`config.mk`:
```
export PLATFORM = sky130hd
export DESIGN_NAME = salc_lookup
export DESIGN_NICKNAME = d
export VERILOG_FILES = /design/src/rtl/core/set_assoc_cache_lru_writeback_assert.svh /design/src/rtl/core/salc_pkg.sv /design/src/rtl/core/salc_lookup.sv
export SDC_FILE = /design/constraint.sdc
export NUM_CORES = 1
export LEC_CHECK = 0
export BUFFER_PORTS_ARGS = -buffer_cell sky130_fd_sc_hd__buf_4
export CORE_MARGIN = 2
export CORE_UTILIZATION = 36
export DETAILED_ROUTE_END_ITERATION = 16
export PLACE_DENSITY = 0.76
export SYNTH_ARGS = -nofsm -noshare
export SYNTH_HDL_FRONTEND = slang
export SYNTH_SLANG_ARGS = --single-unit
```
`constraint.sdc`:
```
create_clock -name vclk -period 4.15
set_input_delay 0 -clock vclk [all_inputs]
set_output_delay 0 -clock vclk [all_outputs]
set_load 0.03 [all_outputs]
```
`src/rtl/core/set_assoc_cache_lru_writeback_assert.svh`:
```
// Assertion macros for the set-associative LRU write-back cache controller.
// Standalone header; the top level includes it to check its own logic.
`ifndef SET_ASSOC_CACHE_LRU_WRITEBACK_ASSERT_SVH
`define SET_ASSOC_CACHE_LRU_WRITEBACK_ASSERT_SVH

// Same-cycle implication, checked outside reset.
`define SALC_ASSERT_IMP(name, clk, rst, pre, post, msg) \
   name: assert property (@(posedge clk) disable iff (rst) (pre) |-> (post)) \
      else $error(msg);

// Next-cycle implication, checked outside reset.
`define SALC_ASSERT_NEXT(name, clk, rst, pre, post, msg) \
   name: assert property (@(posedge clk) disable iff (rst) (pre) |=> (post)) \
      else $error(msg);

`endif

```
`src/rtl/core/salc_pkg.sv`:
```
// Shared types and helpers of the set-associative LRU write-back cache.
// No dependencies; used by the lookup logic and the top level.
`default_nettype none

package salc_pkg;

   // Fixed field widths of the access and result transfers
   localparam int ADDR_W  = 32;
   localparam int COUNT_W = 32;
   localparam int WAY_OUT_W = 2;

   typedef logic [COUNT_W-1:0] salc_count_type;

   // Status of one lookup, handed from the lookup logic to the control
   typedef struct packed {
      logic hit;
      logic writeback;
   } salc_flags_type;

   // Saturating increment of a running counter
   function automatic salc_count_type salc_sat_inc(input salc_count_type v);
      salc_count_type r;
      r = (v == '1) ? v : v + salc_count_type'(1);
      return r;
   endfunction

endpackage

`default_nettype wire

```
`src/rtl/core/salc_lookup.sv`:
```
// Way compare, victim choice and LRU / dirty / tag update for one cache set.
// Depends on salc_pkg for the lookup status struct.
`default_nettype none

module salc_lookup import salc_pkg::*; #(
   parameter int WAYS  = 4,
   parameter int TAG_W = 20,
   parameter int WAY_W = 2
) (
   input  wire logic [WAYS*TAG_W-1:0]       tag_row,
   input  wire logic [WAYS*(WAY_W+2)-1:0]   state_row,
   input  wire logic [TAG_W-1:0]            req_tag,
   input  wire logic                        req_write,
   output salc_flags_type                   flags,
   output logic      [WAY_W-1:0]            way,
   output logic      [WAYS*TAG_W-1:0]       new_tag_row,
   output logic      [WAYS*(WAY_W+2)-1:0]   new_state_row
);

   localparam int ENTRY_W = WAY_W + 2;
   localparam logic [WAY_W-1:0] RANK_MAX = WAY_W'(WAYS - 1);

   logic [WAYS-1:0]  valid_w;
   logic [WAYS-1:0]  dirty_w;
   logic [WAYS-1:0]  match_w;
   logic [WAY_W-1:0] rank_w [WAYS];
   logic             hit;
   logic             any_inv;
   logic [WAY_W-1:0] hit_way;
   logic [WAY_W-1:0] inv_way;
   logic [WAY_W-1:0] victim;
   logic [WAY_W-1:0] chosen;
   logic [WAY_W-1:0] old_rank;
   logic             was_valid;

   // Unpack the set rows and compare tags of all ways in parallel
   always_comb begin
      for (int w = 0; w < WAYS; w++) begin
         valid_w[w] = state_row[w*ENTRY_W + ENTRY_W - 1];
         dirty_w[w] = state_row[w*ENTRY_W + ENTRY_W - 2];
         rank_w[w]  = state_row[w*ENTRY_W +: WAY_W];
         match_w[w] = valid_w[w] && (tag_row[w*TAG_W +: TAG_W] == req_tag);
      end
   end

   // Pick the lowest matching way, the lowest invalid way and the LRU way.
   // Valid ways carry distinct ranks, so a full set has one way at the top rank.
   always_comb begin
      hit     = 1'b0;
      any_inv = 1'b0;
      hit_way = '0;
      inv_way = '0;
      victim  = '0;
      for (int w = WAYS - 1; w >= 0; w--) begin
         if (match_w[w]) begin
            hit     = 1'b1;
            hit_way = WAY_W'(w);
         end
         if (!valid_w[w]) begin
            any_inv = 1'b1;
            inv_way = WAY_W'(w);
         end
         if (rank_w[w] == RANK_MAX) begin
            victim = WAY_W'(w);
         end
      end
   end

   assign chosen    = hit ? hit_way : (any_inv ? inv_way : victim);
   assign old_rank  = rank_w[chosen];
   assign was_valid = hit || !any_inv;

   assign flags.hit       = hit;
   assign flags.writeback = !hit && !any_inv && dirty_w[victim];
   assign way             = chosen;

   // Build the updated rows: touched way goes most recent, ways more recent than it age
   always_comb begin
      for (int k = 0; k < WAYS; k++) begin
         new_tag_row[k*TAG_W +: TAG_W] = tag_row[k*TAG_W +: TAG_W];
         new_state_row[k*ENTRY_W +: ENTRY_W] = {valid_w[k], dirty_w[k], rank_w[k]};
         if (WAY_W'(k) == chosen) begin
            new_tag_row[k*TAG_W +: TAG_W] = req_tag;
            new_state_row[k*ENTRY_W +: ENTRY_W] =
               {1'b1, (hit ? (dirty_w[k] | req_write) : req_write), {WAY_W{1'b0}}};
         end else if (valid_w[k] && (!was_valid || (rank_w[k] < old_rank))
                      && (rank_w[k] != RANK_MAX)) begin
            new_state_row[k*ENTRY_W +: WAY_W] = rank_w[k] + WAY_W'(1);
         end
      end
   end

endmodule

`default_nettype wire

```
-- After elaboration in Yosys (flattened, before gate mapping)
Index checks and enable logic that the tools add are counted.
W data, S select, Z words.
- $add $sub $neg: 4
- multiply operators: 0
- divide/modulo/power cells: 0
- order comparisons: 6
- equal/unequal tests: 15
- shifts and indexed selects: 0
- muxes and demuxes: 47
- bitwise operators: 5
- reduce and logical (&&, ||, !) cells: 23
- operators with widths (cell ; count):
    $eq A20 B20 Y1 ; 4
    $mux W20 ; 4
    $mux W2 ; 28
    $logic_and A1 B1 Y1 ; 14
    $mux W1 ; 13
    $add A2 B1 Y2 const B ; 4
    $eq A2 B2 Y1 const B ; 4
    $lt A2 B2 Y1 ; 4
    $ne A2 B2 Y1 const B ; 4
    $logic_or A1 B1 Y1 ; 5
    $bmux W2 S2 ; 1
    $eq A2 B2 Y1 const A ; 2
    $or A1 B1 Y1 ; 4
    $ge A3 B3 Y1 const B ; 1
    $logic_not A1 Y1 ; 3
    $lt A2 B3 Y1 const B ; 1
    $not A2 Y3 ; 1
    $bmux W1 S2 ; 1
    $eq A1 B2 Y1 const A ; 1
    $logic_not A2 Y1 ; 1
- flip-flop bits (word level): 0
- bits in latches: 0
- RAM bits: 0
- ROM bits: 0
- input port bits: 117
- output and inout port bits: 100
- word-level logic and storage cells: 100
- memories kept: 0

-- Logic depth before layout (Yosys ltp)
Gate-level depths: netlist of run 1.
- word-level depth: 17
- mapped depth: 12
- gate-level depth less buffers: 11

-- Worst setup path before layout of run 1
Ideal clock, no wire load.
- path kind: in2out
- from: input port req_tag[1]
- to: output port new_state_row[0]
- arrival: 2827 ps
- required time: 4150 ps
- path slack: 1323 ps
- stages: 11
- buffers on the path: 1
- cell sequence: buf_6 > xnor2_2 > nand2_1 > or3b_1 > or4_4 > a31oi_4 > inv_1 > o211ai_1 > a31oi_1 > a211oi_1 > mux2i_1
- word-level cells in the longest chain between the ends: 17
- elaborated cells between the ends (all ways): 30
- classes of those cells: 1 x order compare; 4 x eq/ne; 14 x mux; 1 x bitwise; 10 x reduce/logical
- ends and longest elaborated chain (what ; RTL line ; source):
    from (decl) ; salc_lookup.sv:12 ; input wire logic [TAG_W-1:0] req_tag,
    $eq A20 B20 Y1 ; salc_lookup.sv:42 ; match_w[w] = valid_w[w] && (tag_row[w*TAG_W +: TAG_W] == req_tag);
    $logic_and A1 B1 Y1 ; salc_lookup.sv:42 ;
    $mux W2 or $mux W1 (tied branches) (4 in a row) ; salc_lookup.sv:55 ; if (match_w[w]) begin
    $mux W2 (*) ; salc_lookup.sv:69 ; assign chosen = hit ? hit_way : (any_inv ? inv_way : victim);
    named net way[0] ; salc_lookup.sv:15 ; output logic [WAY_W-1:0] way,
    $not A2 Y3 (not written as such) ; salc_lookup.sv:70 ; assign old_rank = rank_w[chosen];
    $bmux W2 S2 ; salc_lookup.sv:70 ;
    $mux W2 (not written as such) (2 in a row) ; salc_lookup.sv:70 ;
    $lt A2 B2 Y1 ; salc_lookup.sv:86 ; end else if (valid_w[k] && (!was_valid || (rank_w[k] < old_rank))
    $logic_or A1 B1 Y1 ; salc_lookup.sv:86 ;
    $logic_and A1 B1 Y1 ; salc_lookup.sv:86 ;
    $logic_and A1 B1 Y1 ; salc_lookup.sv:87 ; && (rank_w[k] != RANK_MAX)) begin
    $mux W2 ; salc_lookup.sv:86 ;
    $mux W2 (*) ; salc_lookup.sv:82 ; if (WAY_W'(k) == chosen) begin
    to (decl) ; salc_lookup.sv:17 ; output logic [WAYS*(WAY_W+2)-1:0] new_state_row
The timed path passes the listed nets; every way through them passes the cells marked *. The select of a mux whose other input is x is not followed.

-- Final worst setup path of run 1
- from: input port req_tag[7]
- to: output port new_state_row[4]
- word-level cells in the longest chain between the ends: 17
- elaborated cells between the ends (all ways): 30
- classes of those cells: 1 x order compare; 5 x eq/ne; 14 x mux; 1 x bitwise; 9 x reduce/logical
- ends and longest elaborated chain (what ; RTL line):
    $eq A20 B20 Y1 ; salc_lookup.sv:42
    $logic_and A1 B1 Y1 ; salc_lookup.sv:42
    $mux W2 or $mux W1 (tied branches) (4 in a row) ; salc_lookup.sv:55
    $mux W2 ; salc_lookup.sv:69
    $not A2 Y3 (not written as such) ; salc_lookup.sv:70
    $bmux W2 S2 ; salc_lookup.sv:70
    $mux W2 (not written as such) (2 in a row) ; salc_lookup.sv:70
    $lt A2 B2 Y1 ; salc_lookup.sv:86
    $logic_or A1 B1 Y1 ; salc_lookup.sv:86
    $logic_and A1 B1 Y1 ; salc_lookup.sv:86
    $logic_and A1 B1 Y1 ; salc_lookup.sv:87
    $mux W2 ; salc_lookup.sv:86
    $mux W2 (*) ; salc_lookup.sv:82
Mark *: on every way between the ends. The rest lies on a longest branch, timed or not. The select of a mux whose other input is x is not followed.

==> results of run 1 <==
## through the flow
step,setup WS [ns],total power (uW),instances
finish,0.9495,753.4,722
global route,0.7750,797.1,722
CTS,1.047,752.0,722
detailed placement,1.073,749.1,722
global placement,1.067,743.2,722
floorplan,1.323,454.1,429
## synth_stat cells (2+ instances only)
library cell,count
a21oi_1,7
nor2_1,10
nand2_1,88
nand3_1,15
xor2_1,23
mux2i_1,5
o21ai_0,13
o211ai_1,5
xnor2_2,4
a31oi_1,5
nor4b_1,2
o21bai_1,2
nor3_1,3
ha_1,4
nand2b_1,4
mux2_2,60
buf_6,5
or4_1,2
a211oi_1,5
or3b_1,5
nor4_1,11
xnor2_1,53
nor2b_1,3
and4_1,3
clkbuf_1,6
nand4_1,19
and4b_1,2
buf_2,21
inv_1,11
o21a_1,2
## metal layers
metal	up-vias	track usage [%]	wire length, um
li1	1904	-	-
met1	1860	33.02	5298
met2	217	49.48	6872
met3	32	3.491	1128
met4	0	10.09	463
met5	-	0	0
## where the power goes
part	internal [uW]	switching (uW)	total (uW)
Clock	0	0	0
Sequential	0	0	0
Combinational	322	431	753
## cell families after synthesis
kind of cell / synth area share, %
AO/OA/AOI/OAI: 12.95
AND/OR/NAND/NOR: 30.49
XOR/XNOR: 23.71
buffers and inverters: 7.673
multiplexers: 23.55
adder cells (fa/ha/maj): 1.624
## how the worst max path moves through the flow
stage                      from               end  slack [ns]  cells past startpoint
finish               req_tag[7]  new_state_row[4]        0.95                     13
global route         req_tag[7]  new_state_row[5]        0.78                     13
CTS                  req_tag[7]  new_state_row[5]        1.05                     13
detailed placement   req_tag[7]  new_state_row[5]        1.07                     13
global placement    req_tag[19]  new_state_row[4]        1.07                     12
floorplan            req_tag[1]  new_state_row[0]        1.32                     11
## layout make-up
| cell class | count | area (sq um) | area share [%] |
|---|---|---|---|
| inverter | 11 | 41.29 | 0.8793 |
| multi-input combinational | 384 | 2856 | 60.83 |
| tap | 105 | 131.4 | 2.798 |
| timing repair buffer | 222 | 1667 | 35.49 |
==> qor.yml, run 1 <==
job:
  drv_cap: 0
synthesis:
  synth_top_area_share_pct: 21.92
  syn_avg_cell_area_sq_um: 7.183
  syn-instance-count: 429
  syn-cell-area_sq_mm: 0.003082
  post-synth-top-area-cell: "mux2_2"
  yosys.cell_types.count: 61
  synth_area_leaders: "mux2_2, xnor2_1, nand2_1, xor2_1, nand4_1"
  syn-num-nets: 550
  seq_area_frac_synth_pct: 0
  yosysWarnings: 0
hold_path:
  hp-start: "tag_row[67]"
  min_path_cells: 4
  min_delay_worst_endpoint: "new_tag_row[67]"
  min_path_type: "in -> out"
placed_design:
  gp_congestion: 0.9239
  port_buffers: 217
  place_hpwl_um: 11520
  placed_cell_area_sq_mm: 0.004696
routing:
  num_vias: 4013
  wire_per_inst_um: 19.06
  drc: 0
  drt_wl_total_um: 13760
  vias_per_cell: 5.558
  first_iter_violations: 200
  antenna_left: 0
  drt-pass1-iter-count: 4
critical_path:
  critPathBufInv: 3
  crit_top_cell: "buf_4"
  cp-start-kind: "input port"
  critPathTopFamily: "simple AND/OR/NAND/NOR gates"
  cp-end-kind: "output port"
  critical-path-max-stage-delay_ns: 0.55
  worstPathArrival_ns: 3.20
  worstPathRequired_ns: 4.15
  critPathMaxFanout: 8
  slowest_stage: "nor4_1"
  crit_chain: "buf_4 -> xnor2_1 -> nand4_1 -> nor4_1 -> and2_0 -> nor2_1 -> nand2_1 -> inv_1 -> o211ai_1 -> a31oi_1 -> a211oi_1 -> mux2i_1 -> buf_4"
  path_class: "in -> out"
sta:
  hold_viol: 0
  relSlewSlack_pct: 44.10
  rsz0062_at_grt: "no"
  finalCritPeriodShare_pct: 77.12
  tightest_slew_ns: 0.8376
  timing.hold.ws_ns: 0.3353
  drv_slew: 0
  setup-tns-final_ns: 0
  setup_viol: 0
  period_needed_ns: 3.201
  fmax_mhz: 312.4
cells_and_area:
  nNetsFinal: 740
  area_delta_synth_final_pct: 52.38
  final_area_sq_mm: 0.004696
  fillers: 788
  drive_gt1_share_pct: 48.78
  num_antenna_cells: 0
  final_cell_mix: "buf_4, nand2_1, mux2_2"
  n_clock_buffer: 0
  layout_commonest_cell: "buf_4"
  regArea_sq_um: 0
  final_core_util_pct: 56.86
  seq_cell_count: 0
clocking:
  ctsHoldBuffers: 0
  post_cts_buffers: 0
  cts-resized-gates: 0
global_route:
  globalRouteOverflowTotal: 0
  antenna_found_initial: 0
  grt_max_degree: 24
  grt_pass1_vias: 3875
  grt_usage_pct: 27.41
  grt_pass1_wl_um: 19820
pwr:
  vdd_drop_max_uv: 97.92
  power_density_mw_per_mm2: 160.5
  power_leakage_uw: 0.002165
floorplanning:
  boundaryPins: 217
  die_area_sq_mm: 0.009316
  core_sq_mm: 0.008258
  die_x_um: 96.52
  fp.dieH_um: 96.52
  rows: 33
  start_util_pct: 37.32
run_status:
  status: "finished, final reports clean"
(Power assumes the default switching activity.)
==> run 2, diff against run 1 <==
--- a/config.mk
+++ b/config.mk
@@ -9,7 +9,7 @@
 export CORE_MARGIN = 2
 export CORE_UTILIZATION = 36
 export DETAILED_ROUTE_END_ITERATION = 16
-export PLACE_DENSITY = 0.76
+export PLACE_DENSITY = 0.79
 export SYNTH_ARGS = -nofsm -noshare
 export SYNTH_HDL_FRONTEND = slang
 export SYNTH_SLANG_ARGS = --single-unit
==> constraint.sdc (replaced) <==
create_clock -name vclk -period 2.8
set_input_delay 0 -clock vclk [all_inputs]
set_output_delay 0 -clock vclk [all_outputs]
set_load 0.03 [all_outputs]
==> run 2 against run 1 <==
  * Cell area rose by 18%
  * Critical path depth fell by 2
  * Combinational power rose by 65%
  * First-iteration DRC count fell by 7.5%
  * Flip-flop and latch count did not move
  * Die area did not move
  * Cell count rose by 7.2%
  * Count of clock-buffer cells in the layout did not move
  * Core utilization rose by 10 points
  * Sequential share of layout area did not move
  * Largest power group unchanged
==> qor.yml, run 2 (synthesized netlist as in run 1, its figures left out) <==
routing:
  antenna_left: 0  # unchanged
  vias_per_cell: 5.470  # -1.6%
  first_iter_violations: 185  # -7.5%
  num_vias: 4234  # +5.5%
  wire_per_inst_um: 18.52  # -2.8%
  drt-pass1-iter-count: 5  # +1
  drc: 0  # unchanged
  drt_wl_total_um: 14340  # +4.2%
cells_and_area:
  drive_gt1_share_pct: 59.94  # +11 points
  seq_cell_count: 0  # unchanged
  final_cell_mix: "buf_4, nand2_1, mux2_2"
  layout_commonest_cell: "buf_4"
  nNetsFinal: 792  # +7.0%
  area_delta_synth_final_pct: 79.05
  regArea_sq_um: 0  # unchanged
  num_antenna_cells: 0  # unchanged
  n_clock_buffer: 0  # unchanged
sta:
  fmax_mhz: 357.3
  setup-tns-final_ns: 0  # unchanged
  hold_viol: 0  # unchanged
  relSlewSlack_pct: 64.28  # +20 points
  finalCritPeriodShare_pct: 99.97
  rsz0062_at_grt: "yes"
  fin_ws_ns: 0.0009799  # -0.9485 ns
  setup_viol: 0  # unchanged
  tightest_slew_ns: 0.5310  # -0.3066 ns
  period_needed_ns: 2.799
  drv_slew: 0  # unchanged
critical_path:
  slowest_stage: "or4_4"
  crit_chain: "buf_4 -> xor2_1 -> or3b_1 -> or4_4 -> a31oi_4 -> a21oi_4 -> o211ai_2 -> nand2_2 -> a2111oi_4 -> mux2i_2 -> buf_4"
  cp-end-kind: "output port"
  critPathMaxFanout: 7  # -1
  path_class: "in -> out"
  cp-start-kind: "input port"
  worstPathRequired_ns: 2.80  # -1.35 ns
  crit_top_cell: "buf_4"
  critical-path-max-stage-delay_ns: 0.57  # +0.02 ns
  worstPathArrival_ns: 2.80  # -0.40 ns
hold_path:
  min_path_type: "in -> out"
floorplanning:
  boundaryPins: 217  # unchanged
  die_area_sq_mm: 0.009316  # unchanged
  rows: 33  # unchanged
  start_util_pct: 37.32  # unchanged
  die_x_um: 96.52  # unchanged
  core_sq_mm: 0.008258  # unchanged
  fp.dieH_um: 96.52  # unchanged
placed_design:
  gp_congestion: 0.9200  # -0.42%
  place_hpwl_um: 11890  # +3.2%
  port_buffers: 217  # unchanged
  dpl_worst_slack_ns: -0.1396  # -1.212 ns
global_route:
  grt_usage_pct: 28.33  # +0.92 points
  grt_pass1_wl_um: 20600  # +3.9%
  antenna_found_initial: 0  # unchanged
  globalRouteOverflowTotal: 0  # unchanged
  grt_pass1_vias: 4120  # +6.3%
  grt_max_degree: 27  # +13%
clocking:
  ctsHoldBuffers: 0  # unchanged
pwr:
  power_density_mw_per_mm2: 225.5  # +41%
  vdd_drop_max_uv: 143.3  # +46%
  power_leakage_uw: 0.002550  # +18%
run_status:
  status: "finished, final reports clean"
job:
  drv_cap: 0  # unchanged
## run 2: timing repair
action / in CTS / in global routing
buffers inserted: 0 / 7
pin swaps: 2 / 29
setup endpoints to repair: 5 / 8
resized for setup: 11 / 59
gates cloned: 0 / 0
## run 2: worst max-delay path: cells and delay by family
kind / cells / cell delay (ns)
simple gates: 3 / 1.11
compound gates: 4 / 0.89
buf+inv: 2 / 0.34
mux: 1 / 0.26
xor+xnor: 1 / 0.19
## run 2: cell type report
| cell class | count | area, sq um |
|---|---|---|
| fillers | 732 | 2740 |
| repair buffers | 274 | 2165 |
| well taps | 105 | 131.4 |
| multi-input cells | 384 | 3181 |
| inverters | 11 | 41.29 |
## run 2: stage by stage
stage | utilization [%] | hold slack (ns) | instances | cell area [sq um] | power, uW
final | 66.82 | 0.3334 | 774 | 5518 | 1244
after global routing | 66.82 | 0.3518 | 774 | 5518 | 1314
after CTS | 62.26 | 0.3376 | 767 | 5141 | 1176
after detailed placement | 61.74 | 0.3354 | 767 | 5099 | 1165
after global placement | 61.74 | 0.3292 | 767 | 5099 | 1156
after floorplan | - | 0.1201 | 429 | 3097 | 677.8
## run 2: path summary, 6_finish.rpt
path,from,to,depth (start not counted),slack [ns]
max,req_tag[3],new_state_row[8],11,0.001
min,tag_row[67],new_tag_row[67],4,0.33
## run 2: power by group
group	leakage (uW)	switching [uW]	total, uW	internal (uW)
sequential	0	0	0	0
combinational	0.00255	676	1240	569
clock	0	0	0	0
total	0.00255	676	1240	569
## run 2: per-layer routing
metal | GRT usage (%) | wire length [um]
met2 | 52.95 | 7385
met3 | 2.250 | 994
met1 | 33.74 | 5477
met4 | 9.859 | 481
met5 | 0 | 0
