## src/rtl/core/set_assoc_cache_lru_writeback_assert.svh

```systemverilog
// Assertion macros for the set-associative LRU write-back cache controller.
// Standalone header; the top level includes it to check its own logic.
`ifndef SET_ASSOC_CACHE_LRU_WRITEBACK_ASSERT_SVH
`define SET_ASSOC_CACHE_LRU_WRITEBACK_ASSERT_SVH

// Same-cycle implication, checked outside reset.
`define SALC_ASSERT_IMP(name, clk, rst, pre, post, msg) \
   name: assert property (@(posedge clk) disable iff (rst) (pre) |-> (post)) \
      else $error(msg);

// Next-cycle implication, checked outside reset.
`define SALC_ASSERT_NEXT(name, clk, rst, pre, post, msg) \
   name: assert property (@(posedge clk) disable iff (rst) (pre) |=> (post)) \
      else $error(msg);

`endif

```

## src/rtl/core/salc_ram.sv

```systemverilog
// Simple dual-port synchronous RAM, one write and one read port, registered read.
// No dependencies; holds the tag rows and the line state rows of the cache.
`default_nettype none

module salc_ram #(
   parameter int WIDTH = 8,
   parameter int DEPTH = 128
) (
   input  wire logic                     clock,
   input  wire logic                     wr_en,
   input  wire logic [$clog2(DEPTH)-1:0] wr_addr,
   input  wire logic [WIDTH-1:0]         wr_data,
   input  wire logic                     rd_en,
   input  wire logic [$clog2(DEPTH)-1:0] rd_addr,
   output logic      [WIDTH-1:0]         rd_data
);

   logic [WIDTH-1:0] mem_ff [DEPTH];
   logic [WIDTH-1:0] rd_data_ff;

   // Write port
   always_ff @(posedge clock) begin
      if (wr_en) begin
         mem_ff[wr_addr] <= wr_data;
      end
   end

   // Read port, data held until the next read
   always_ff @(posedge clock) begin
      if (rd_en) begin
         rd_data_ff <= mem_ff[rd_addr];
      end
   end

   assign rd_data = rd_data_ff;

endmodule

`default_nettype wire

```

## config.mk

```make
export PLATFORM = sky130hd
export DESIGN_NAME = salc_ram
export DESIGN_NICKNAME = d
export VERILOG_FILES = /design/src/rtl/core/set_assoc_cache_lru_writeback_assert.svh /design/src/rtl/core/salc_ram.sv
export SDC_FILE = /design/constraint.sdc
export NUM_CORES = 1
export LEC_CHECK = 0
export BUFFER_PORTS_ARGS = -buffer_cell sky130_fd_sc_hd__buf_4
export CAP_MARGIN = 10
export CORE_MARGIN = 3
export CORE_UTILIZATION = 47
export DETAILED_ROUTE_END_ITERATION = 7
export GPL_ROUTABILITY_DRIVEN = 0
export HOLD_SLACK_MARGIN = 0.06
export PLACE_DENSITY = 0.64
export SYNTH_ARGS = -nofsm -noshare
export SYNTH_HDL_FRONTEND = slang
export SYNTH_SLANG_ARGS = --single-unit
```

## constraint.sdc

```tcl
create_clock -name clock -period 8.8 [get_ports clock]
set_input_delay 0.88 -clock clock [delete_from_list [all_inputs] [get_ports clock]]
set_output_delay 0.88 -clock clock [all_outputs]
set_load 0.01 [all_outputs]
```

**Word-level counts from Yosys, hierarchy flattened**

Memories as Yosys holds them, arrays and structs flattened. A register that Yosys moved wholly into a read port is not among the register bits.
Index checks and enable logic that the tools add are counted.

- Memories: 1
- Word-level logic and storage cells: 3
- Memory bits (writable): 1,024
- Flip-flop bits (word level): 0
- Bits of input ports: 25
- Output and inout port bits: 8

Memory list:

| memory | depth | width | read ports | clocked after memory_dff | wr ports | line | source |
|---|---|---|---|---|---|---|---|
| mem_ff | 128 | 8 | 1 | 1 | 1 | salc_ram.sv:18 | `logic [WIDTH-1:0] mem_ff [DEPTH];` |

- Muxes and demuxes: 2

Operator list:

| kind | number |
|---|---|
| $mux 1 | 2 |

**Logic depth before layout (Yosys ltp)**

Gate-level depths: netlist of run 1.

- Word-level depth: 2
- Gate-level depth with buffers: 7
- Depth with buffers taken out: 4

**Worst setup path before layout of run 1**

Ideal clock, no wire load.

- Path type: input-to-reg
- From: input rd_addr[0]
- To: register rd_data_ff[0], in the netlist rd_data[0], read port of mem_ff, data pin
- Stages on the path: 6
- Required time: 8,540 ps
- Library setup time: 260 ps
- Slack: 5,277 ps
- Buffers on the path: 2
- Arrival: 3,264 ps
- Cell sequence: clkbuf_1 -> buf_1 -> mux4_2 -> mux4_2 -> mux4_2 -> mux2_2

RTL lines:

| item | line | source |
|---|---|---|
| start, declared | salc_ram.sv:14 | `input wire logic [$clog2(DEPTH)-1:0] rd_addr,` |
| end, declared | salc_ram.sv:19 | `logic [WIDTH-1:0] rd_data_ff;` |

==> results of run 1 <==
-- worst paths after layout --
kind                      start       endpoint  slack (ns)
setup / recovery     rd_addr[0]     rd_data[1]        4.69
setup reg to reg  mem_ff[21][4]     rd_data[4]        6.23
hold reg to reg   mem_ff[86][5]     rd_data[5]        1.22
hold / removal       wr_data[1]  mem_ff[84][1]        0.50
-- per-layer routing --
layer  up-vias  wire length [um]  global-route usage [%]  share of wire, %
met2       780             42900                    31.8                48
met3       126              8280                    5.43               9.3
met4         4              1610                    5.05               1.8
li1       7196                 -                       -                 -
met5         -                20                       0             0.022
met1      9548             36500                    29.6                41
-- power groups by stage --
stage                     Sequential (uW)  Clock (uW)  Combinational (uW)
after CTS                            5450        4260                 498
after floorplan                      5540           0                 275
after detailed placement             5550           0                 497
final                                5440        4200                 490
after global routing                 5440        4480                 521
after global placement               5550           0                 491
-- through the flow --
stage / instance area, um^2 / hold WS (ns)
global placement: 41300 / 1.16
CTS: 44500 / 0.477
floorplan: 39700 / 0.979
finish: 44500 / 0.504
global route: 44500 / 0.490
detailed placement: 41300 / 1.17
-- registers in the layout (all words and copies together) (netlist names) --
signal   cells
mem_ff    1024
rd_data      8
-- kinds of logic (layout without fill, tap and decap cells) --
| family | after synthesis | in the layout |
|---|---|---|
| DFF | 1032 | 1032 |
| muxes | 344 | 344 |
| and+or+nand+nor | 170 | 170 |
| buffers and inverters | 89 | 248 |
| other | 0 | 1 |
-- layout make-up --
type,instances,area (um^2)
fillers,6260,39100
flip-flops and latches,1032,31000
multi-input cells,514,8400
clock buffers,125,2700
well taps,1134,1420
clock inverters,64,524
repair buffers,59,503
diodes,1,2.50
-- critical path, stage by stage --
cell and delay [ns]:
sky130_fd_sc_hd__buf_8 0.69, sky130_fd_sc_hd__buf_12 0.73, sky130_fd_sc_hd__mux4_2 0.60, sky130_fd_sc_hd__mux4_2 0.59
sky130_fd_sc_hd__mux4_2 0.54, sky130_fd_sc_hd__mux2_2 0.28
-- synth_stat cells --
cell and instances:
sky130_fd_sc_hd__nand4_1 3, sky130_fd_sc_hd__nor2_1 122, sky130_fd_sc_hd__nand2_1 14, sky130_fd_sc_hd__buf_6 1
sky130_fd_sc_hd__nand3_1 12, sky130_fd_sc_hd__edfxtp_1 1032, sky130_fd_sc_hd__nor3_1 9, sky130_fd_sc_hd__buf_4 11
sky130_fd_sc_hd__buf_1 18, sky130_fd_sc_hd__or3_1 1, sky130_fd_sc_hd__mux4_2 336, sky130_fd_sc_hd__nor2b_1 7
sky130_fd_sc_hd__buf_2 15, sky130_fd_sc_hd__mux2_2 8, sky130_fd_sc_hd__nand2b_1 2, sky130_fd_sc_hd__clkbuf_1 44
==> run_results.csv, run 1 <==
group,metric,value,unit
clock_network,cts.hold.buffers_added,0,
global_routing,antenna_violations_before_repair,4,
timing,worst_slack,4.69,ns
layout,layout-drive-gt1-share,31.0,%
timing,finalCriticalPeriod,4.11,ns
drt,drt.antenna.violating_nets,0,
power,clock_power_share,41.4,%
yosys,ys_top_cells_by_area,"sky130_fd_sc_hd__edfxtp_1 (78%), sky130_fd_sc_hd__mux4_2 (19%), sky130_fd_sc_hd__nor2_1 (1.2%), sky130_fd_sc_hd__clkbuf_1 (0.42%), sky130_fd_sc_hd__mux2_2 (0.23%)",
layout,post_layout_utilization_of_the_core,53.2,%
timing,fin_crit_sh,46.7,%
die,io-pin-count,33,
power,leakagePower,0.0135,uW
timing,unrepaired_setup_endpoints_after_global_routing,"no",
die,initial_utilization,47.5,%
power,share_comb_of_total_power,4.8,%
power,power_total,10100,uW
critical_path,timing.critical_path.required,9.21,ns
timing,finalClockSkew,0.0237,ns
yosys,seq_area_frac_synth,78.0,%
clock_network,insertion_delay,0.66,ns
die,floorplan.rows,106,
critical_path,worst_setup_path_end_kind,"flip-flop",
drt,detailedRoute.firstPassIterationCount,5,
yosys,synthesis.area,0.0397,mm^2
power,irDropWorstVdd,0.000143,V
die,overall_die_width,297,um
critical_path,setup.worst_path.class,"input pin to flip-flop",
yosys,synthDistinctLibCells,16,
place,hpwl_after_detailed_placement,52200,um
place,io_buffer_count,32,
yosys,postSynthRegisterBits,1032,
critical_path,worst_path_arrival_time,4.52,ns
drt,vias_per_cell,6.03,
layout,synthToLayoutAreaGrowth,12.1,%
global_routing,grt.total_usage,20.6,%
drt,drc,0,
hold_path,worstHoldPathType,"input pin to flip-flop",
drt,first_iter_violations,2029,
die,fp.coreArea,0.0837,mm^2
yosys,synth-compound-area-share,0,%
clock_network,tritoncts,"yes",
yosys,synthesis.instances,1635,
yosys,synth_top_family_by_area,"multiplexers",
status,run_status,"completed",
place,pre_cts_slack,3.90,ns
global_routing,first_global_vias,18200,
place,post-place-cells,2738,
die,die_area,0.0881,mm^2
timing,final-hold-violation-count,0,
global_routing,grt_start_max_net_pins,136,
yosys,postSynthAreaPerCell,24.3,um^2
clock_network,cts_htree_levels,3,
yosys,syn-num-nets,1660,
timing,timing_max_transition_violations_final,0,
critical_path,timing.reg2reg.worst_path_depth,4,
drt,wl_per_cell,30.5,um
layout,final_common_cell,"sky130_fd_sc_hd__edfxtp_1",
global_routing,global_route.overflow_total,0,
power,switching_share,20.8,%
critical_path,crit_fanout,106,
power,share_seq_of_total_power,53.7,%
timing,report.final.setup_viol,0,
drt,routed_wirelength,89300,um
layout,final_cell_mix,"sky130_fd_sc_hd__edfxtp_1 (1032), sky130_fd_sc_hd__mux4_2 (336), sky130_fd_sc_hd__nor2_1 (122)",
die,die_h,297,um
timing,setup-tns-final,0,ns
power,power.density_cell_area,228,mW/mm^2
yosys,xor_xnor_portion_of_the_synthesized_cell_area,0,%
yosys,post_synth_fa_ha_maj_area_fraction,0,%
clock_network,ctsLongestPathBuffers,3,
yosys,synth_top_cell_area_share,78.0,%
power,net_switching_power_of_the_design,2110,uW
clock_network,clock_tree.root_cell,"sky130_fd_sc_hd__clkbuf_16",
power,power_report.internal_total,8030,uW
layout,final_nets,1736,
clock_network,cts_num_sinks,1032,
timing,fmaxAchievable,244,MHz
clock_network,clk_pin_slew,0.06,ns
flow_run,drv.max_cap_violation_count,0,
clock_network,cts_repair_resize_count,0,
yosys,synth_warnings,0,
critical_path,cp-start-kind,"input pin",
timing,slew_headroom,21.6,%
yosys,synthSimpleGateAreaFrac,1.75,%
timing,timing_worst_slew_pin_value,1.17,ns
global_routing,grt_pass1_wl,131000,um
yosys,post-synth-top-area-cell,"sky130_fd_sc_hd__edfxtp_1",
yosys,synth_mux_area_share,19.3,%
clock_network,cts-buffers-inserted,104,
hold_path,worst_hold_path.num_cells,1,
layout,layout.cells.non_filler,2929,
drt,detailroute.via_count,17700,
clock_network,post-cts-setup-buffer-count,0,
No activity file was read; power rests on OpenSTA's default activity.
==> run 2, diff against run 1 <==
--- a/config.mk
+++ b/config.mk
@@ -12,7 +12,7 @@
 export DETAILED_ROUTE_END_ITERATION = 7
 export GPL_ROUTABILITY_DRIVEN = 0
 export HOLD_SLACK_MARGIN = 0.06
-export PLACE_DENSITY = 0.64
+export PLACE_DENSITY = 0.66
 export SYNTH_ARGS = -nofsm -noshare
 export SYNTH_HDL_FRONTEND = slang
 export SYNTH_SLANG_ARGS = --single-unit
==> constraint.sdc (replaced) <==
create_clock -name clock -period 3.5 [get_ports clock]
set_input_delay 0.35 -clock clock [delete_from_list [all_inputs] [get_ports clock]]
set_output_delay 0.35 -clock clock [all_outputs]
set_load 0.01 [all_outputs]
==> run_results.csv, run 2 (synthesized netlist as in run 1, its figures left out) <==
group,metric,value,unit
timing,finalClockSkew,0.0159,ns
drt,drc,0,
die,initial_utilization,47.5,%
critical_path,crit_chain,"buf_8, buf_12, buf_12, mux4_2, mux4_2, mux4_2, mux2_2",
die,overall_die_width,297,um
global_routing,antenna_violations_before_repair,4,
layout,seq_area,0.0310,mm^2
clock_network,ctsLongestPathBuffers,3,
layout,layout-drive-gt1-share,34.8,%
timing,setup-tns-final,0,ns
die,die_h,297,um
timing,fmaxAchievable,395,MHz
global_routing,grt_start_max_net_pins,82,
timing,timing_max_transition_violations_final,0,
hold_path,worst_hold_path.num_cells,2,
critical_path,cp_top_family,"multiplexers",
drt,drt.antenna.violating_nets,0,
drt,vias_per_cell,5.95,
flow_run,drv.max_cap_violation_count,0,
power,leakagePower,0.0141,uW
critical_path,worstReg2RegStart,"mem_ff[127][3]",
timing,finalCriticalPeriod,2.53,ns
critical_path,worst_path_arrival_time,2.92,ns
place,placement.cell_area,0.0423,mm^2
hold_path,holdCritStartpoint,"rd_addr[5]",
clock_network,insertion_delay,0.64,ns
layout,final_nets,1846,
layout,post_layout_utilization_of_the_core,54.5,%
critical_path,timing.critical_path.required,3.89,ns
timing,fin_crit_sh,72.4,%
clock_network,cts_repair_resize_count,0,
power,irDropWorstVdd,0.000328,V
layout,final_cell_mix,"sky130_fd_sc_hd__edfxtp_1 (1032), sky130_fd_sc_hd__mux4_2 (336), sky130_fd_sc_hd__buf_4 (157)",
layout,final.fill_count,6063,
die,fp.coreArea,0.0837,mm^2
critical_path,crit_path_max_incr_delay,0.55,ns
clock_network,tritoncts,"yes",
drt,wl_per_cell,29.0,um
die,io-pin-count,33,
place,io_buffer_count,32,
clock_network,cts.hold.buffers_added,1,
critical_path,worst_setup_path_end_kind,"flip-flop",
clock_network,clock_tree.root_cell,"sky130_fd_sc_hd__clkbuf_16",
critical_path,timing.reg2reg.worst_path_depth,4,
critical_path,timing.rr.end,"rd_data[3]",
global_routing,first_global_vias,18500,
clock_network,post-cts-setup-buffer-count,0,
clock_network,clk_pin_slew,0.06,ns
layout,final_non_filler_cell_area,0.0456,mm^2
global_routing,global_route.overflow_total,0,
global_routing,grt_pass1_wl,130000,um
layout,synthToLayoutAreaGrowth,14.8,%
critical_path,critical-path-top-cell-by-count,"sky130_fd_sc_hd__mux4_2",
layout,largest_register_ffs,1024,
drt,routed_wirelength,87900,um
critical_path,r2r_slack,0.99,ns
die,floorplan.rows,106,
clock_network,cts-buffers-inserted,98,
drt,detailroute.via_count,18000,
layout,largest_register,"mem_ff",
timing,slew_headroom,32.9,%
status,run_status,"completed",
critical_path,cp-start-kind,"input pin",
clock_network,cts_htree_levels,3,
global_routing,grt.total_usage,20.2,%
hold_path,worstHoldPathType,"input pin to flip-flop",
power,power_total,26000,uW
layout,multi_input_area,0.00835,mm^2
timing,final-hold-violation-count,0,
critical_path,worstSetupPathDepth,7,
drt,detailedRoute.firstPassIterationCount,5,
critical_path,crit_fanout,23,
critical_path,setup.worst_path.class,"input pin to flip-flop",
layout,insertedDiodeCount,0,
clock_network,cts_num_sinks,1032,
die,die_area,0.0881,mm^2
critical_path,critical_path.n_buffers_inverters,3,
timing,report.final.setup_viol,0,
layout,final_common_cell,"sky130_fd_sc_hd__edfxtp_1",
timing,unrepaired_setup_endpoints_after_global_routing,"no",
timing,timing_worst_slew_pin_value,1.01,ns
power,power.density_cell_area,570,mW/mm^2
hold_path,worstHoldEndpoint,"rd_data[3]",
place,hpwl_after_detailed_placement,56500,um
critical_path,crit_slowest_cell,"sky130_fd_sc_hd__mux4_2",
drt,first_iter_violations,2171,
[run 2: changes by cell type in the layout (fill, tap and decap cells not counted), sizes merged, moves of 5 or more]
cell | previous run | this run
buf | 59 | 174
bufinv | 7 | 18
clkbuf | 125 | 119
clkinv | 50 | 32
clkinvlp | 1 | 9
inv | 6 | 1
[run 2: power breakdown]
group / internal [uW] / switching, uW / total (uW)
clock network: 6600 / 4450 / 11100
registers: 13700 / 26.2 / 13700
logic: 560 / 738 / 1300
[run 2: layer usage]
layer	vias up	part of all wire (%)	track usage, %
met5	-	0.031	0
met4	4	2.0	5.26
met3	115	8.2	3.71
met2	782	47	31.1
met1	9742	42	30.4
li1	7404	-	-
[run 2: metrics by stage]
stage | setup slack [ns] | hold slack [ns] | instances
2_1_floorplan | 0.507 | 0.449 | 1635
3_3_place_gp | 0.249 | 0.697 | 2854
3_5_place_dp | 0.273 | 0.692 | 2854
4_1_cts | 0.960 | 0.144 | 3034
5_1_grt | 0.885 | 0.168 | 3034
6_report | 0.966 | 0.200 | 3034
[run 2: worst reg2reg max path: stages, from the launching register on]
cell	delay [ns]
sky130_fd_sc_hd__edfxtp_1	0.35
sky130_fd_sc_hd__mux4_2	0.53
sky130_fd_sc_hd__mux4_2	0.60
sky130_fd_sc_hd__mux4_2	0.52
sky130_fd_sc_hd__mux2_2	0.27
[run 2: final cells by class]
class	count	area share, %
Clock buffer	119	5.68
Clock inverter	60	1.69
Multi-Input combinational cell	514	18.3
Sequential cell	1032	67.9
Tap cell	1134	3.11
Timing Repair Buffer	175	3.33
[run 2: worst max path at each step]
stage                     startpoint          to
after detailed placement  rd_addr[0]  rd_data[5]
after global placement    rd_addr[0]  rd_data[5]
after CTS                 rd_addr[0]  rd_data[5]
final                     rd_addr[0]  rd_data[1]
after floorplan           rd_addr[0]  rd_data[0]
after global routing      rd_addr[0]  rd_data[5]
==> run 3, diff against run 2 <==
--- a/config.mk
+++ b/config.mk
@@ -12,7 +12,7 @@
 export DETAILED_ROUTE_END_ITERATION = 7
 export GPL_ROUTABILITY_DRIVEN = 0
 export HOLD_SLACK_MARGIN = 0.06
-export PLACE_DENSITY = 0.66
+export PLACE_DENSITY = 0.64
 export SYNTH_ARGS = -nofsm -noshare
 export SYNTH_HDL_FRONTEND = slang
 export SYNTH_SLANG_ARGS = --single-unit
==> constraint.sdc (replaced) <==
create_clock -name clock -period 2.5 [get_ports clock]
set_input_delay 0.25 -clock clock [delete_from_list [all_inputs] [get_ports clock]]
set_output_delay 0.25 -clock clock [all_outputs]
set_load 0.01 [all_outputs]
==> run_results.csv, run 3 (synthesized netlist as in run 1, its figures left out) <==
group,metric,value,unit
status,run_status,"finished, violations left",
status,failed_checks,"setup timing",
drt,routed_wirelength,91400,um
die,floorplan.rows,106,
critical_path,r2r_slack,-0.1,ns
layout,final_non_filler_cell_area,0.0470,mm^2
clock_network,insertion_delay,0.66,ns
critical_path,startpoint,"mem_ff[71][2]",
global_routing,grt.busiest_layer,"met2",
timing,worst_slack,-0.0995,ns
place,placement.cell_area,0.0434,mm^2
clock_network,clk_pin_slew,0.06,ns
die,initial_utilization,47.5,%
critical_path,timing.critical_path.required,2.90,ns
critical_path,crit_chain,"mux4_2, mux4_2, mux4_2, mux2_4",
die,overall_die_width,297,um
critical_path,timing.rr.end,"rd_data[2]",
drt,first_iter_violations,1974,
critical_path,worst_setup_path_end_kind,"flip-flop",
drt,detailroute.via_count,18300,
die,die_h,297,um
critical_path,worst_path_arrival_time,3.00,ns
power,leakagePower,0.0149,uW
place,hpwl_after_detailed_placement,58100,um
place,io_buffer_count,32,
timing,fin_crit_sh,104,%
critical_path,cp-start-kind,"flip-flop",
global_routing,grt_start_max_net_pins,129,
layout,layout-drive-gt1-share,38.5,%
layout,final_cell_mix,"sky130_fd_sc_hd__edfxtp_1 (1032), sky130_fd_sc_hd__mux4_2 (336), sky130_fd_sc_hd__buf_4 (238)",
layout,seq_area,0.0310,mm^2
layout,final_nets,1961,
timing,finalClockSkew,0.0264,ns
die,die_area,0.0881,mm^2
timing,unrepaired_setup_endpoints_after_global_routing,"yes",
die,fp.coreArea,0.0837,mm^2
global_routing,globalRouteMet1Util,28.6,%
critical_path,crit_path_max_incr_delay,0.60,ns
clock_network,post-cts-setup-buffer-count,0,
global_routing,grt_use_met2,33.8,%
critical_path,endpoint,"rd_data[2]",
critical_path,timing.reg2reg.worst_path_depth,4,
clock_network,clock_tree.root_cell,"sky130_fd_sc_hd__clkbuf_16",
timing,report.final.setup_viol,8,
layout,largest_register_ffs,1024,
layout,final.fill_count,6102,
die,io-pin-count,33,
global_routing,antenna_violations_before_repair,9,
layout,final_common_cell,"sky130_fd_sc_hd__edfxtp_1",
layout,largest_register,"mem_ff",
critical_path,worstReg2RegStart,"mem_ff[71][2]",
drt,drt.antenna.violating_nets,0,
global_routing,grt.total_usage,21.1,%
global_routing,global_route.overflow_total,0,
drt,wl_per_cell,28.9,um
power,irDropWorstVdd,0.000628,V
clock_network,tritoncts,"yes",
critical_path,crit_fanout,1,
clock_network,cts_num_sinks,1032,
drt,drc,0,
flow_run,drv.max_cap_violation_count,0,
timing,finalCriticalPeriod,2.60,ns
clock_network,ctsLongestPathBuffers,3,
drt,detailedRoute.firstPassIterationCount,5,
critical_path,critical-path-top-cell-by-count,"sky130_fd_sc_hd__mux4_2",
power,power.density_cell_area,783,mW/mm^2
layout,synthToLayoutAreaGrowth,18.1,%
timing,hold-worst-slack,0.160,ns
layout,multi_input_area,0.00838,mm^2
timing,timing_worst_slew_pin_value,0.789,ns
hold_path,worstHoldPathType,"input pin to flip-flop",
critical_path,setup.worst_path.class,"flip-flop to flip-flop",
clock_network,cts_htree_levels,3,
drt,vias_per_cell,5.80,
global_routing,grt_use_met3,5.69,%
timing,fmaxAchievable,385,MHz
critical_path,crit_slowest_cell,"sky130_fd_sc_hd__mux4_2",
timing,final-hold-violation-count,0,
timing,timing_max_transition_violations_final,0,
clock_network,cts-buffers-inserted,102,
timing,slew_headroom,47.4,%
global_routing,first_global_vias,18900,
global_routing,grt_pass1_wl,134000,um
==> run 3: how the worst min path moves through the flow <==
stage,slack (ns),start,cells after the start,endpoint
after floorplan,0.35,wr_data[0],0,mem_ff[0][0]
after global placement,0.56,rd_en,1,rd_data[6]
after detailed placement,0.56,rd_en,1,rd_data[6]
after CTS,0.15,wr_data[0],1,mem_ff[41][0]
after global routing,0.16,wr_data[0],1,mem_ff[41][0]
final,0.16,wr_data[1],2,mem_ff[22][1]
==> run 3: where the power goes <==
part / switching, uW / internal (uW) / total, uW
Sequential: 29.7 / 19100 / 19200
Clock: 6300 / 9320 / 15600
Combinational: 1090 / 905 / 1990
Total: 7420 / 29300 / 36800
==> run 3: timing repair <==
item / CTS / global route
gates resized for setup: 3 / 5
endpoints found under the hold margin: 26 / 0
setup endpoints to repair: 8 / 8
pin swaps: 0 / 0
hold buffers: 3 / 0
==> run 3: final cells by class <==
| cell class | instances | share of cell area [%] |
|---|---|---|
| clock buffers | 121 | 5.72 |
| clock inverters | 67 | 1.62 |
| flip-flops and latches | 1032 | 66.0 |
| well taps | 1134 | 3.02 |
| repair buffers | 286 | 5.77 |
| diodes | 4 | 0.0213 |
| multi-input cells | 514 | 17.9 |
==> run 3: critical path: cells and delay by family (launching register included) <==
family | cells | cell delay, ns
multiplexers | 4 | 1.98
flip-flops | 1 | 0.36
==> run 3: stage by stage <==
step / cells / util [%] / power [uW] / setup WS [ns] / TNS (ns)
global placement: 2963 / 51.9 / 21500 / -0.610 / -4.25
floorplan: 1635 / - / 20600 / -0.0895 / -0.716
detailed placement: 2963 / 51.9 / 21500 / -0.622 / -4.32
global route: 3155 / 56.1 / 37900 / -0.143 / -0.674
CTS: 3154 / 56.1 / 37100 / -0.115 / -0.420
finish: 3158 / 56.1 / 36800 / -0.0995 / -0.463
==> run 3: per-layer routing <==
metal	wire [um]	up-vias
met2	45400	715
met5	60	-
met4	2680	8
li1	-	7652
met1	35600	9793
met3	7650	153
